$ cat src/sv/cda_pkg.sv
`default_nettype none

package cda_pkg;

   localparam int unsigned YEAR_W  = 14;
   localparam int unsigned MONTH_W = 4;
   localparam int unsigned DAY_W   = 5;
   localparam int unsigned AMT_W   = 16;
   localparam int unsigned STAT_W  = 2;

   localparam logic [YEAR_W-1:0]  MAX_YEAR        = 14'd9999;
   localparam logic [YEAR_W-1:0]  RESET_YEAR      = 14'd2000;
   localparam logic [MONTH_W-1:0] FIRST_MONTH     = 4'd1;
   localparam logic [MONTH_W-1:0] MONTHS_PER_YEAR = 4'd12;
   localparam logic [DAY_W-1:0]   FIRST_DAY       = 5'd1;
   localparam logic [DAY_W-1:0]   LONG_MONTH_DAYS = 5'd31;
   localparam logic [DAY_W-1:0]   LEAP_FEB_DAYS   = 5'd29;
   localparam logic [DAY_W-1:0]   FEB_DAYS        = 5'd28;
   localparam logic [DAY_W-1:0]   SHORT_MONTH_DAYS = 5'd30;
   localparam logic [MONTH_W-1:0] MONTH_FEB       = 4'd2;
   localparam logic [MONTH_W-1:0] MONTH_APR       = 4'd4;
   localparam logic [MONTH_W-1:0] MONTH_JUN       = 4'd6;
   localparam logic [MONTH_W-1:0] MONTH_SEP       = 4'd9;
   localparam logic [MONTH_W-1:0] MONTH_NOV       = 4'd11;

   // Reciprocals: floor(x*K/2^19) = x / 12 for x < 2^16, x / 100 for x < 2^14.
   localparam int unsigned RECIP_SHIFT = 19;
   localparam int unsigned QUO_W       = 13;
   localparam logic [AMT_W-1:0] RECIP_12  = 16'd43691;
   localparam logic [AMT_W-1:0] RECIP_100 = 16'd5243;

   typedef enum logic [1:0] {
      OP_SET_DATE   = 2'd0,
      OP_ADD_DAYS   = 2'd1,
      OP_ADD_MONTHS = 2'd2,
      OP_ADD_YEARS  = 2'd3
   } opcode_type;

   typedef enum logic [1:0] {
      STATUS_OK       = 2'd0,
      STATUS_INVALID  = 2'd1,
      STATUS_OVERFLOW = 2'd2
   } status_type;

   typedef enum logic {
      DIV_BY_100,
      DIV_BY_12
   } div_mode_type;

   typedef enum logic [3:0] {
      SEQ_IDLE,
      SEQ_SET_LEAP,
      SEQ_SET_FIN,
      SEQ_DAY_STEP,
      SEQ_MON_DIV,
      SEQ_MON_ADD,
      SEQ_YEAR_ADD,
      SEQ_WAIT_LEAP,
      SEQ_CLAMP
   } seq_state_type;

   // Days in a month; month codes outside 1..12 give 31 and are rejected elsewhere.
   function automatic logic [DAY_W-1:0] month_len(input logic [MONTH_W-1:0] month,
                                                  input logic leap);
      logic [DAY_W-1:0] len;
      case (month) inside
         MONTH_FEB: len = leap ? LEAP_FEB_DAYS : FEB_DAYS;
         MONTH_APR, MONTH_JUN, MONTH_SEP, MONTH_NOV: len = SHORT_MONTH_DAYS;
         default: len = LONG_MONTH_DAYS;
      endcase
      return len;
   endfunction

endpackage

`default_nettype wire

$ cat src/sv/cda_div_unit.sv
`default_nettype none

// Shared divide-by-constant unit: one multiplier by a reciprocal, registered.
// In year mode the leap flag is derived from the registered quotient.
module cda_div_unit (
   input  wire logic                                clock,
   input  wire logic [cda_pkg::AMT_W-1:0]           opnd,
   input  wire cda_pkg::div_mode_type               mode,
   output logic      [cda_pkg::QUO_W-1:0]           quo,
   output logic                                     leap
);

   logic [cda_pkg::AMT_W-1:0]    recip;
   logic [2*cda_pkg::AMT_W-1:0]  prod;
   logic [cda_pkg::QUO_W-1:0]    quo_ff, quo_in;
   logic [cda_pkg::YEAR_W-1:0]   opnd_ff, opnd_in;
   logic [19:0]                  hundreds;
   logic [19:0]                  rem;

   always_comb begin
      recip   = (mode == cda_pkg::DIV_BY_12) ? cda_pkg::RECIP_12 : cda_pkg::RECIP_100;
      prod    = (2*cda_pkg::AMT_W)'(opnd) * (2*cda_pkg::AMT_W)'(recip);
      quo_in  = prod[cda_pkg::RECIP_SHIFT +: cda_pkg::QUO_W];
      opnd_in = opnd[cda_pkg::YEAR_W-1:0];
   end

   always_ff @(posedge clock) begin
      quo_ff  <= quo_in;
      opnd_ff <= opnd_in;
   end

   // Divisible by 4, and not by 100 unless also by 400.
   always_comb begin
      hundreds = 20'(quo_ff) * 20'd100;
      rem      = 20'(opnd_ff) - hundreds;
      leap     = (opnd_ff[1:0] == 2'b00) && ((rem != 20'd0) || (quo_ff[1:0] == 2'b00));
      quo      = quo_ff;
   end

endmodule

`default_nettype wire

$ cat src/sv/calendar_date_adder.sv
// Throughput: one word at a time; busy stays high until the result strobe.
// Add days walks one month per cycle through one compare, once per month boundary
// crossed.
// Reset (synchronous, active high) loads 2000-01-01 and holds busy high.
// rsp_valid pulses for one cycle per word; the receiver cannot stall.
`default_nettype none

module calendar_date_adder (
   input  wire logic                              clock,
   input  wire logic                              reset,
   input  wire logic                              start,
   output logic                                   busy,
   input  wire logic [1:0]                        req_opcode,
   input  wire logic [cda_pkg::YEAR_W-1:0]        req_new_year,
   input  wire logic [cda_pkg::MONTH_W-1:0]       req_new_month,
   input  wire logic [cda_pkg::DAY_W-1:0]         req_new_day,
   input  wire logic [cda_pkg::AMT_W-1:0]         req_amount,
   output logic                                   rsp_valid,
   output logic      [cda_pkg::YEAR_W-1:0]        rsp_cur_year,
   output logic      [cda_pkg::MONTH_W-1:0]       rsp_cur_month,
   output logic      [cda_pkg::DAY_W-1:0]         rsp_cur_day,
   output logic      [cda_pkg::STAT_W-1:0]        rsp_status
);

   // Sequencer and date state
   cda_pkg::seq_state_type state_ff, state_in;
   logic [cda_pkg::YEAR_W-1:0]  year_ff, year_in;
   logic [cda_pkg::MONTH_W-1:0] month_ff, month_in;
   logic [cda_pkg::DAY_W-1:0]   day_ff, day_in;
   cda_pkg::status_type         status_ff, status_in;
   logic                        rsp_valid_ff, rsp_valid_in;

   // Captured request
   logic [cda_pkg::AMT_W-1:0]   n_ff, n_in;
   logic [cda_pkg::YEAR_W-1:0]  nyr_ff, nyr_in;
   logic [cda_pkg::MONTH_W-1:0] nmo_ff, nmo_in;
   logic [cda_pkg::DAY_W-1:0]   nday_ff, nday_in;

   // Shared divider
   logic [cda_pkg::AMT_W-1:0]   div_opnd;
   cda_pkg::div_mode_type       div_mode;
   logic [cda_pkg::QUO_W-1:0]   quo;
   logic                        leap;

   // Datapath terms
   logic [cda_pkg::DAY_W-1:0]   len_cur;
   logic [cda_pkg::DAY_W-1:0]   len_new;
   logic [cda_pkg::AMT_W:0]     day_sum;
   logic [cda_pkg::DAY_W-1:0]   day_used;
   logic [cda_pkg::AMT_W-1:0]   quo_x12;
   logic [cda_pkg::AMT_W-1:0]   mon_rem_full;
   logic [4:0]                  mon_idx;
   logic [4:0]                  mon_idx_adj;
   logic                        mon_carry;
   logic [cda_pkg::YEAR_W:0]    mon_year;
   logic [cda_pkg::AMT_W:0]     year_sum;
   logic                        set_ok;

   cda_div_unit u_div (
      .clock (clock),
      .opnd  (div_opnd),
      .mode  (div_mode),
      .quo   (quo),
      .leap  (leap)
   );

   assign busy = reset || (state_ff != cda_pkg::SEQ_IDLE);

   // Arithmetic shared by the sequencer states
   always_comb begin
      len_cur  = cda_pkg::month_len(month_ff, leap);
      len_new  = cda_pkg::month_len(nmo_ff, leap);
      day_sum  = (cda_pkg::AMT_W+1)'(day_ff) + (cda_pkg::AMT_W+1)'(n_ff);
      // Days consumed to reach the first of the next month
      day_used = len_cur - day_ff + cda_pkg::FIRST_DAY;

      // Months: split n into whole years (quo) and leftover months
      quo_x12      = cda_pkg::AMT_W'({quo, 3'b000}) + cda_pkg::AMT_W'({quo, 2'b00});
      mon_rem_full = n_ff - quo_x12;
      mon_idx      = 5'(month_ff) - 5'd1 + 5'(mon_rem_full[3:0]);
      mon_carry    = (mon_idx >= 5'(cda_pkg::MONTHS_PER_YEAR));
      mon_idx_adj  = mon_carry ? (mon_idx - 5'(cda_pkg::MONTHS_PER_YEAR)) : mon_idx;
      mon_year     = (cda_pkg::YEAR_W+1)'(year_ff) + (cda_pkg::YEAR_W+1)'(quo)
                     + (cda_pkg::YEAR_W+1)'(mon_carry);

      year_sum = (cda_pkg::AMT_W+1)'(year_ff) + (cda_pkg::AMT_W+1)'(n_ff);

      set_ok = (nyr_ff <= cda_pkg::MAX_YEAR)
               && (nmo_ff inside {[cda_pkg::FIRST_MONTH:cda_pkg::MONTHS_PER_YEAR]})
               && (nday_ff != 5'd0)
               && (nday_ff <= len_new);
   end

   // Next state and datapath control
   always_comb begin
      state_in     = state_ff;
      year_in      = year_ff;
      month_in     = month_ff;
      day_in       = day_ff;
      status_in    = status_ff;
      rsp_valid_in = 1'b0;
      n_in         = n_ff;
      nyr_in       = nyr_ff;
      nmo_in       = nmo_ff;
      nday_in      = nday_ff;
      // Keep the leap flag tracking the current year unless the divider is claimed
      div_opnd     = cda_pkg::AMT_W'(year_ff);
      div_mode     = cda_pkg::DIV_BY_100;

      case (state_ff)
         cda_pkg::SEQ_IDLE: begin
            if (start) begin
               n_in    = req_amount;
               nyr_in  = req_new_year;
               nmo_in  = req_new_month;
               nday_in = req_new_day;
               case (cda_pkg::opcode_type'(req_opcode))
                  cda_pkg::OP_SET_DATE:   state_in = cda_pkg::SEQ_SET_LEAP;
                  cda_pkg::OP_ADD_DAYS:   state_in = cda_pkg::SEQ_DAY_STEP;
                  cda_pkg::OP_ADD_MONTHS: state_in = cda_pkg::SEQ_MON_DIV;
                  default:                state_in = cda_pkg::SEQ_YEAR_ADD;
               endcase
            end
         end

         cda_pkg::SEQ_SET_LEAP: begin
            // Look up the leap flag of the candidate year
            div_opnd = cda_pkg::AMT_W'(nyr_ff);
            state_in = cda_pkg::SEQ_SET_FIN;
         end

         cda_pkg::SEQ_SET_FIN: begin
            if (set_ok) begin
               year_in   = nyr_ff;
               month_in  = nmo_ff;
               day_in    = nday_ff;
               status_in = cda_pkg::STATUS_OK;
            end else begin
               status_in = cda_pkg::STATUS_INVALID;
            end
            rsp_valid_in = 1'b1;
            state_in     = cda_pkg::SEQ_IDLE;
         end

         cda_pkg::SEQ_DAY_STEP: begin
            if (day_sum <= (cda_pkg::AMT_W+1)'(len_cur)) begin
               day_in       = day_sum[cda_pkg::DAY_W-1:0];
               status_in    = cda_pkg::STATUS_OK;
               rsp_valid_in = 1'b1;
               state_in     = cda_pkg::SEQ_IDLE;
            end else begin
               // Use up the rest of this month and advance to the first of the next
               n_in   = n_ff - cda_pkg::AMT_W'(day_used);
               day_in = cda_pkg::FIRST_DAY;
               if (month_ff == cda_pkg::MONTHS_PER_YEAR) begin
                  if (year_ff >= cda_pkg::MAX_YEAR) begin
                     year_in      = cda_pkg::MAX_YEAR;
                     month_in     = cda_pkg::MONTHS_PER_YEAR;
                     day_in       = cda_pkg::LONG_MONTH_DAYS;
                     status_in    = cda_pkg::STATUS_OVERFLOW;
                     rsp_valid_in = 1'b1;
                     state_in     = cda_pkg::SEQ_IDLE;
                  end else begin
                     year_in  = year_ff + 14'd1;
                     month_in = cda_pkg::FIRST_MONTH;
                  end
               end else begin
                  month_in = month_ff + 4'd1;
               end
            end
         end

         cda_pkg::SEQ_MON_DIV: begin
            div_opnd = n_ff;
            div_mode = cda_pkg::DIV_BY_12;
            state_in = cda_pkg::SEQ_MON_ADD;
         end

         cda_pkg::SEQ_MON_ADD: begin
            if (mon_year > (cda_pkg::YEAR_W+1)'(cda_pkg::MAX_YEAR)) begin
               year_in      = cda_pkg::MAX_YEAR;
               month_in     = cda_pkg::MONTHS_PER_YEAR;
               day_in       = cda_pkg::LONG_MONTH_DAYS;
               status_in    = cda_pkg::STATUS_OVERFLOW;
               rsp_valid_in = 1'b1;
               state_in     = cda_pkg::SEQ_IDLE;
            end else begin
               year_in  = mon_year[cda_pkg::YEAR_W-1:0];
               month_in = cda_pkg::MONTH_W'(mon_idx_adj) + cda_pkg::FIRST_MONTH;
               state_in = cda_pkg::SEQ_WAIT_LEAP;
            end
         end

         cda_pkg::SEQ_YEAR_ADD: begin
            if (year_sum > (cda_pkg::AMT_W+1)'(cda_pkg::MAX_YEAR)) begin
               year_in      = cda_pkg::MAX_YEAR;
               month_in     = cda_pkg::MONTHS_PER_YEAR;
               day_in       = cda_pkg::LONG_MONTH_DAYS;
               status_in    = cda_pkg::STATUS_OVERFLOW;
               rsp_valid_in = 1'b1;
               state_in     = cda_pkg::SEQ_IDLE;
            end else begin
               year_in  = year_sum[cda_pkg::YEAR_W-1:0];
               state_in = cda_pkg::SEQ_WAIT_LEAP;
            end
         end

         cda_pkg::SEQ_WAIT_LEAP: begin
            // Let the divider pick up the leap flag of the new year
            state_in = cda_pkg::SEQ_CLAMP;
         end

         cda_pkg::SEQ_CLAMP: begin
            if (day_ff > len_cur) begin
               day_in = len_cur;
            end
            status_in    = cda_pkg::STATUS_OK;
            rsp_valid_in = 1'b1;
            state_in     = cda_pkg::SEQ_IDLE;
         end

         default: begin
            state_in = cda_pkg::SEQ_IDLE;
         end
      endcase
   end

   always_ff @(posedge clock) begin
      if (reset) begin
         state_ff     <= cda_pkg::SEQ_IDLE;
         year_ff      <= cda_pkg::RESET_YEAR;
         month_ff     <= cda_pkg::FIRST_MONTH;
         day_ff       <= cda_pkg::FIRST_DAY;
         status_ff    <= cda_pkg::STATUS_OK;
         rsp_valid_ff <= 1'b0;
      end else begin
         state_ff     <= state_in;
         year_ff      <= year_in;
         month_ff     <= month_in;
         day_ff       <= day_in;
         status_ff    <= status_in;
         rsp_valid_ff <= rsp_valid_in;
      end
   end

   always_ff @(posedge clock) begin
      n_ff    <= n_in;
      nyr_ff  <= nyr_in;
      nmo_ff  <= nmo_in;
      nday_ff <= nday_in;
   end

   // Drive the result word straight from the date state
   assign rsp_valid     = rsp_valid_ff;
   assign rsp_cur_year  = year_ff;
   assign rsp_cur_month = month_ff;
   assign rsp_cur_day   = day_ff;
   assign rsp_status    = status_ff;

   // The held date stays in range: year up to the maximum, month 1..12, day nonzero
   assert property (@(posedge clock) disable iff (reset)
      (year_ff <= cda_pkg::MAX_YEAR) && (month_ff >= cda_pkg::FIRST_MONTH)
      && (month_ff <= cda_pkg::MONTHS_PER_YEAR) && (day_ff != 5'd0))
      else $error("date state out of range");

   // A result ends the operation: the block is free in the strobe cycle
   assert property (@(posedge clock) disable iff (reset)
      rsp_valid |-> !busy)
      else $error("result strobe while still busy");

   // One strobe per word: never two in a row
   assert property (@(posedge clock) disable iff (reset)
      rsp_valid |=> !rsp_valid)
      else $error("result strobe repeated");

   // An accepted word makes the block busy on the next cycle
   assert property (@(posedge clock) disable iff (reset)
      (start && !busy) |=> busy)
      else $error("accepted word did not start the sequencer");

   // Overflow always leaves the saturated date
   assert property (@(posedge clock) disable iff (reset)
      (rsp_valid && (rsp_status == cda_pkg::STATUS_OVERFLOW))
      |-> ((rsp_cur_year == cda_pkg::MAX_YEAR) && (rsp_cur_month == cda_pkg::MONTHS_PER_YEAR)
           && (rsp_cur_day == cda_pkg::LONG_MONTH_DAYS)))
      else $error("overflow without saturated date");

endmodule

`default_nettype wire

$ cat config.mk
export PLATFORM = sky130hd
export DESIGN_NAME = calendar_date_adder
export DESIGN_NICKNAME = d
export VERILOG_FILES = /design/src/sv/cda_pkg.sv /design/src/sv/cda_div_unit.sv /design/src/sv/calendar_date_adder.sv
export SDC_FILE = /design/constraint.sdc
export NUM_CORES = 1
export LEC_CHECK = 0
export ABC_AREA = 1
export BUFFER_PORTS_ARGS = -buffer_cell sky130_fd_sc_hd__clkbuf_2
export CORE_AREA = 4 4 237 239
export DETAILED_ROUTE_END_ITERATION = 6
export DIE_AREA = 0 0 241 243
export PLACE_DENSITY_LB_ADDON = 0.1
export REMOVE_ABC_BUFFERS = 1
export SLEW_MARGIN = 25
export SYNTH_ARGS = -nofsm -noshare
export SYNTH_HDL_FRONTEND = slang
export SYNTH_SLANG_ARGS = --single-unit
$ cat constraint.sdc
create_clock -name clock -period 8.1 [get_ports clock]
set_input_delay 0.81 -clock clock [delete_from_list [all_inputs] [get_ports clock]]
set_output_delay 0.81 -clock clock [all_outputs]
set_load 0.1 [all_outputs]
==> out/qor.yml, run 1 <==
timing:
  period_needed_ns: 7.44
  finalMaxSlewViolations: 0
  relSlewSlack: 0.490
  tns_ns: 0
  finClkSkew_ns: 0.0177
  setup_violations: 0
  holdWs_ns: 0.521
  period_share: 0.919
  fmax_mhz: 134
  rsz0062_at_grt: "no"
  hold_viol: 0
  worst_pin_slew_ns: 0.760
routing:
  vias: 14134
  drtAntennaViolNets: 0
  drc: 0
  avgRoutedWirePerCell_um: 17.8
  wirelength_um: 53200
  first_pass_iters: 5
  dr.first_iter.drc_count: 909
  avgViaCountPerCell: 4.74
setup_path:
  start_kind: "flip-flop"
  path_max_fanout: 6
  ff2ff_setup_slack_ns: 0.66
  path_common_cell: "nand2_1"
  worst-setup-path-type: "reg -> reg"
  r2r_start: "u_div.quo[4]$_DFF_P_"
  r2r-end: "n_ff[14]$_DFFE_PP_"
  r2r_cells: 43
  slowest_stage: "fa_1"
  slowest_delay_ns: 0.49
  crit_required_ns: 8.22
  worstPathArrival_ns: 7.57
  critPathCaptureType: "flip-flop"
layout:
  drive_above_1_share: 0.0620
  syn_to_final_growth_pct: 9.93
  n_antenna_cell: 0
  nNetsFinal: 2737
  design_area_um2: 17700
synth:
  yosys.area.top_type: "ha_1"
  syn_area_per_cell_um2: 7.31
  syn_inst: 2204
  syn-cell-area_um2: 16100
  yosysSeqAreaShare: 0.143
  synthTopCellsByArea: "ha_1, fa_1, nand2_1, inv_1, edfxtp_1"
  synth_flop_cell: "dfxtp_1"
  ys_seq_elements: 96
  synth.distinct_cells: 54
  synth_top_area_share: 0.203
  synth_edf_count: 39
  async_reset_ff_frac: 0
  yosys_warnings: 0
outcome:
  status: "finished clean"
floorplan:
  io_pins: 71
  start_util: 0.300
  die_h_um: 243
  dieArea_um2: 58600
  core_um2: 53800
  die_x_um: 241
  rows: 85
hold_path:
  holdPathEnd: "rsp_status[0]$_SDFFE_PP0P_"
  hold_start: "rsp_status[0]$_SDFFE_PP0P_"
  hold_class: "reg -> reg"
  whs_path_depth: 2
clock_tree:
  postCtsHoldBufs: 0
  cts_tree: "built"
  clk_pin_slew_ns: 0.08
  cts_resized: 0
  cts_num_sinks: 96
  insertion_delay_ns: 0.39
  cts_root_buf: "clkbuf_16"
  cts_buffers: 9
  postCtsSetupRepairBufs: 0
  clock_path_buffers: 2
  ctsHtreeMaxLevel: 3
global_route:
  grt_max_degree: 30
  antenna_found_initial: 5
  grt_pass1_vias: 14268
  grt_pass1_wl_um: 83300
  grt_usage: 0.184
  grt-ovfl-total: 0
place:
  place_congestion: 0.868
  placed_area_um2: 17400
  io_buffers: 70
  hpwl_um: 47100
run:
  maxCapViolCount: 0
synthesized netlist by cell type, types with 5 or more instances:
library cell and n:
nand2_1 477, inv_1 457, ha_1 261, nor2_1 189
fa_1 147, nand3_1 115, a21oi_1 109, o21ai_0 84
dfxtp_1 57, xor2_1 51, nand4_1 44, edfxtp_1 39
clkbuf_1 25, nor3_1 25, xnor2_1 14, a21o_1 8
a31oi_1 8, nand3b_1 7, o21bai_1 7, inv_2 6
nand2_2 6, o211ai_1 5, o21ai_1 5
cell families after synthesis:
| kind of cell | synth area share |
|---|---|
| adder cells (fa/ha/maj) | 0.385 |
| XOR/XNOR | 0.0353 |
| AO/OA/AOI/OAI | 0.0875 |
| buffers and inverters | 0.116 |
| AND/OR/NAND/NOR | 0.232 |
| other | 0.000466 |
| flip-flops | 0.143 |
sequential cells by signal, indices dropped and copies added, names as in the netlist:
name / count
n_ff: 16
nday_ff: 5
nmo_ff: 4
nyr_ff: 14
rsp_cur_day: 5
rsp_cur_month: 4
rsp_cur_year: 14
rsp_status: 2
rsp_valid: 1
state_ff: 4
u_div.opnd_ff: 14
u_div.quo: 13
per-stage QoR:
step                instances  setup slack (ns)   util
finish                   2985             0.657  0.329
global route             2985           0.00368  0.329
CTS                      2985            0.0504  0.329
detailed placement       2970            0.0996  0.324
global placement         2970             0.247  0.324
floorplan                2181              1.38      -
how the worst max path moves through the flow:
stage                         startpoint                  to  slack [ns]  depth (start not counted)
floorplan           u_div.quo[2]$_DFF_P_  n_ff[14]$_DFFE_PP_        1.38                         42
global placement    u_div.quo[3]$_DFF_P_  n_ff[14]$_DFFE_PP_        0.25                         42
detailed placement  u_div.quo[3]$_DFF_P_  n_ff[14]$_DFFE_PP_         0.1                         42
CTS                 u_div.quo[3]$_DFF_P_  n_ff[14]$_DFFE_PP_        0.05                         42
global route        u_div.quo[5]$_DFF_P_  n_ff[14]$_DFFE_PP_       0.004                         44
finish              u_div.quo[4]$_DFF_P_  n_ff[14]$_DFFE_PP_        0.66                         43
worst max-delay path: cells and delay by family (launching register included):
family          cells  cell delay [ns]
flops               1             0.44
buf+inv             6             0.34
simple gates       20             2.18
xor+xnor            3             0.44
fa+ha+maj           9             3.04
compound gates      5             0.74
layout by cell type, fill, tap and decap left out, types with 9 or more instances in the layout:
cell type	netlist	final
edfxtp_1	39	39
nand4_1	44	44
buf_4	0	23
nor2_1	189	186
inv_1	457	457
nand3_1	115	114
clkbuf_2	1	70
fa_1	147	147
clkbuf_16	0	9
o21ai_0	84	83
nor3_1	25	23
ha_1	261	261
xnor2_1	14	14
nand2_1	477	476
dfxtp_1	57	56
a21oi_1	109	109
xor2_1	51	51
final cells by class:
type,instances,area [um2]
fillers,5884,36100
multi-input cells,1619,12000
flip-flops and latches,96,2310
inverters,466,1750
well taps,696,871
repair buffers,93,523
clock buffers,11,243
clock inverters,4,37.5
per-layer routing:
metal	GRT usage	vias up	wire, um
met5	0	-	0
met4	0.0403	0	884
met3	0.0229	36	2430
met2	0.282	282	23000
met1	0.277	6654	26900
li1	-	7162	-
Power of run 1 is left out: the tool's default activity adds up to more than one toggle a clock period on the data nets, which glitch-free logic cannot reach.
==> run 2: changes to the inputs <==
--- a/config.mk
+++ b/config.mk
@@ -8,7 +8,7 @@
 export ABC_AREA = 1
 export BUFFER_PORTS_ARGS = -buffer_cell sky130_fd_sc_hd__clkbuf_2
-export CORE_AREA = 4 4 237 239
+export CORE_AREA = 3 3 236 238
 export DETAILED_ROUTE_END_ITERATION = 6
-export DIE_AREA = 0 0 241 243
+export DIE_AREA = 0 0 239 241
 export PLACE_DENSITY_LB_ADDON = 0.1
 export REMOVE_ABC_BUFFERS = 1
==> constraint.sdc (replaced) <==
create_clock -name clock -period 8.1 [get_ports clock]
set_input_delay 1.62 -clock clock [delete_from_list [all_inputs] [get_ports clock]]
set_output_delay 1.62 -clock clock [all_outputs]
set_load 0.1 [all_outputs]
==> run 2 against run 1 <==
Critical path depth fell by 2. Wire length fell by 0.82%. Cell area fell by 0.13%. Clock-buffer cell count fell by 2. Core utilization barely moved. Hold slack got worse by 0.0063 ns. Highest routed layer unchanged.
==> out/qor.yml, run 2 (same netlist as run 1, synthesis figures left out) <==
run:
  maxCapViolCount: 0
timing:
  finClkSkew_ns: 0.0168
  period_share: 0.913
  finalMaxSlewViolations: 0
  setup_violations: 0
  hold_viol: 0
  worst_pin_slew_ns: 0.888
  relSlewSlack: 0.402
  holdWs_ns: 0.515
  period_needed_ns: 7.40
  fmax_mhz: 135
floorplan:
  io_pins: 71
  start_util: 0.300
  die_h_um: 241
  dieArea_um2: 57600
  core_um2: 53800
  rows: 85
  die_x_um: 239
clock_tree:
  insertion_delay_ns: 0.39
  postCtsHoldBufs: 0
  clk_pin_slew_ns: 0.08
  postCtsSetupRepairBufs: 0
  cts_buffers: 9
  cts_num_sinks: 96
  ctsHtreeMaxLevel: 3
  clock_path_buffers: 2
  cts_root_buf: "clkbuf_16"
  cts_resized: 0
  cts_tree: "built"
routing:
  drtAntennaViolNets: 0
  avgViaCountPerCell: 4.71
  wirelength_um: 52800
  avgRoutedWirePerCell_um: 17.7
  vias: 14052
  drc: 0
  dr.first_iter.drc_count: 804
  first_pass_iters: 5
global_route:
  grt_usage: 0.187
  grt_max_degree: 30
  grt-ovfl-total: 0
  grt_pass1_vias: 14265
  antenna_found_initial: 2
  grt_pass1_wl_um: 82600
setup_path:
  crit_required_ns: 8.22
  worstPathArrival_ns: 7.52
  ff2ff_setup_slack_ns: 0.70
  start_kind: "flip-flop"
  path_common_cell: "nand2_1"
  r2r-end: "n_ff[15]$_DFFE_PP_"
  critPathCaptureType: "flip-flop"
  slowest_delay_ns: 0.49
  r2r_start: "u_div.quo[2]$_DFF_P_"
  path_max_fanout: 6
  slowest_stage: "fa_1"
  worst-setup-path-type: "reg -> reg"
  r2r_cells: 41
place:
  place_congestion: 0.865
  hpwl_um: 46600
  io_buffers: 70
layout:
  regMostFlops: "n_ff"
  drive_above_1_share: 0.0621
  finish.utilization: 0.329
  syn_to_final_growth_pct: 9.79
  layout.area.seq_um2: 2320
  layout_commonest_cell: "nand2_1"
  final_cell_mix: "nand2_1, inv_1, ha_1"
  fillerInstances: 5844
  multiInputGateArea_um2: 12000
  n_antenna_cell: 0
  nNetsFinal: 2732
  largest_register_ffs: 16
hold_path:
  holdPathEnd: "rsp_status[0]$_SDFFE_PP0P_"
  hold_start: "rsp_status[0]$_SDFFE_PP0P_"
  hold_class: "reg -> reg"
  whs_path_depth: 2
outcome:
  status: "finished clean"
==> run 2: area by class of cell <==
type | instances | share of cell area
Multi-Input combinational cell | 1619 | 0.677
Clock inverter | 7 | 0.00410
Clock buffer | 9 | 0.0127
Sequential cell | 96 | 0.131
Tap cell | 696 | 0.0492
Timing Repair Buffer | 88 | 0.0274
Inverter | 466 | 0.0988
==> run 2: worst max-delay path, delay by kind of cell (launching register included) <==
family,cells,cell delay [ns]
XOR/XNOR,2,0.31
flip-flops,1,0.35
buffers and inverters,4,0.22
AND/OR/NAND/NOR,21,2.57
AO/OA/AOI/OAI,5,0.62
adder cells (fa/ha/maj),9,3.07
==> run 2: how the worst max path moves through the flow <==
| stage | startpoint | endpoint | slack, ns | depth (start not counted) |
|---|---|---|---|---|
| after floorplan | u_div.quo[2]$_DFF_P_ | n_ff[14]$_DFFE_PP_ | 1.38 | 42 |
| after global placement | u_div.quo[3]$_DFF_P_ | n_ff[14]$_DFFE_PP_ | 0.31 | 42 |
| after detailed placement | u_div.quo[3]$_DFF_P_ | n_ff[15]$_DFFE_PP_ | 0.16 | 41 |
| after CTS | u_div.quo[3]$_DFF_P_ | n_ff[14]$_DFFE_PP_ | 0.15 | 42 |
| after global routing | u_div.quo[2]$_DFF_P_ | n_ff[14]$_DFFE_PP_ | -0.02 | 43 |
| final | u_div.quo[2]$_DFF_P_ | n_ff[15]$_DFFE_PP_ | 0.70 | 41 |
==> run 2: per-stage QoR <==
step	std cells	area, um2	setup WS (ns)	TNS [ns]
after floorplan	2181	16000	1.38	0
final	2981	17700	0.702	0
after global placement	2965	17400	0.309	0
after CTS	2981	17700	0.145	0
after detailed placement	2965	17400	0.165	0
after global routing	2981	17700	-0.0207	-0.0207
==> run 2: per-layer routing <==
layer	global-route usage	routed length [um]	vias up
met5	0	0	-
met3	0.0247	2140	33
met4	0.0346	704	0
li1	-	-	7158
met2	0.290	22800	223
met1	0.280	27200	6638
Power of run 2 is left out for the same reason.
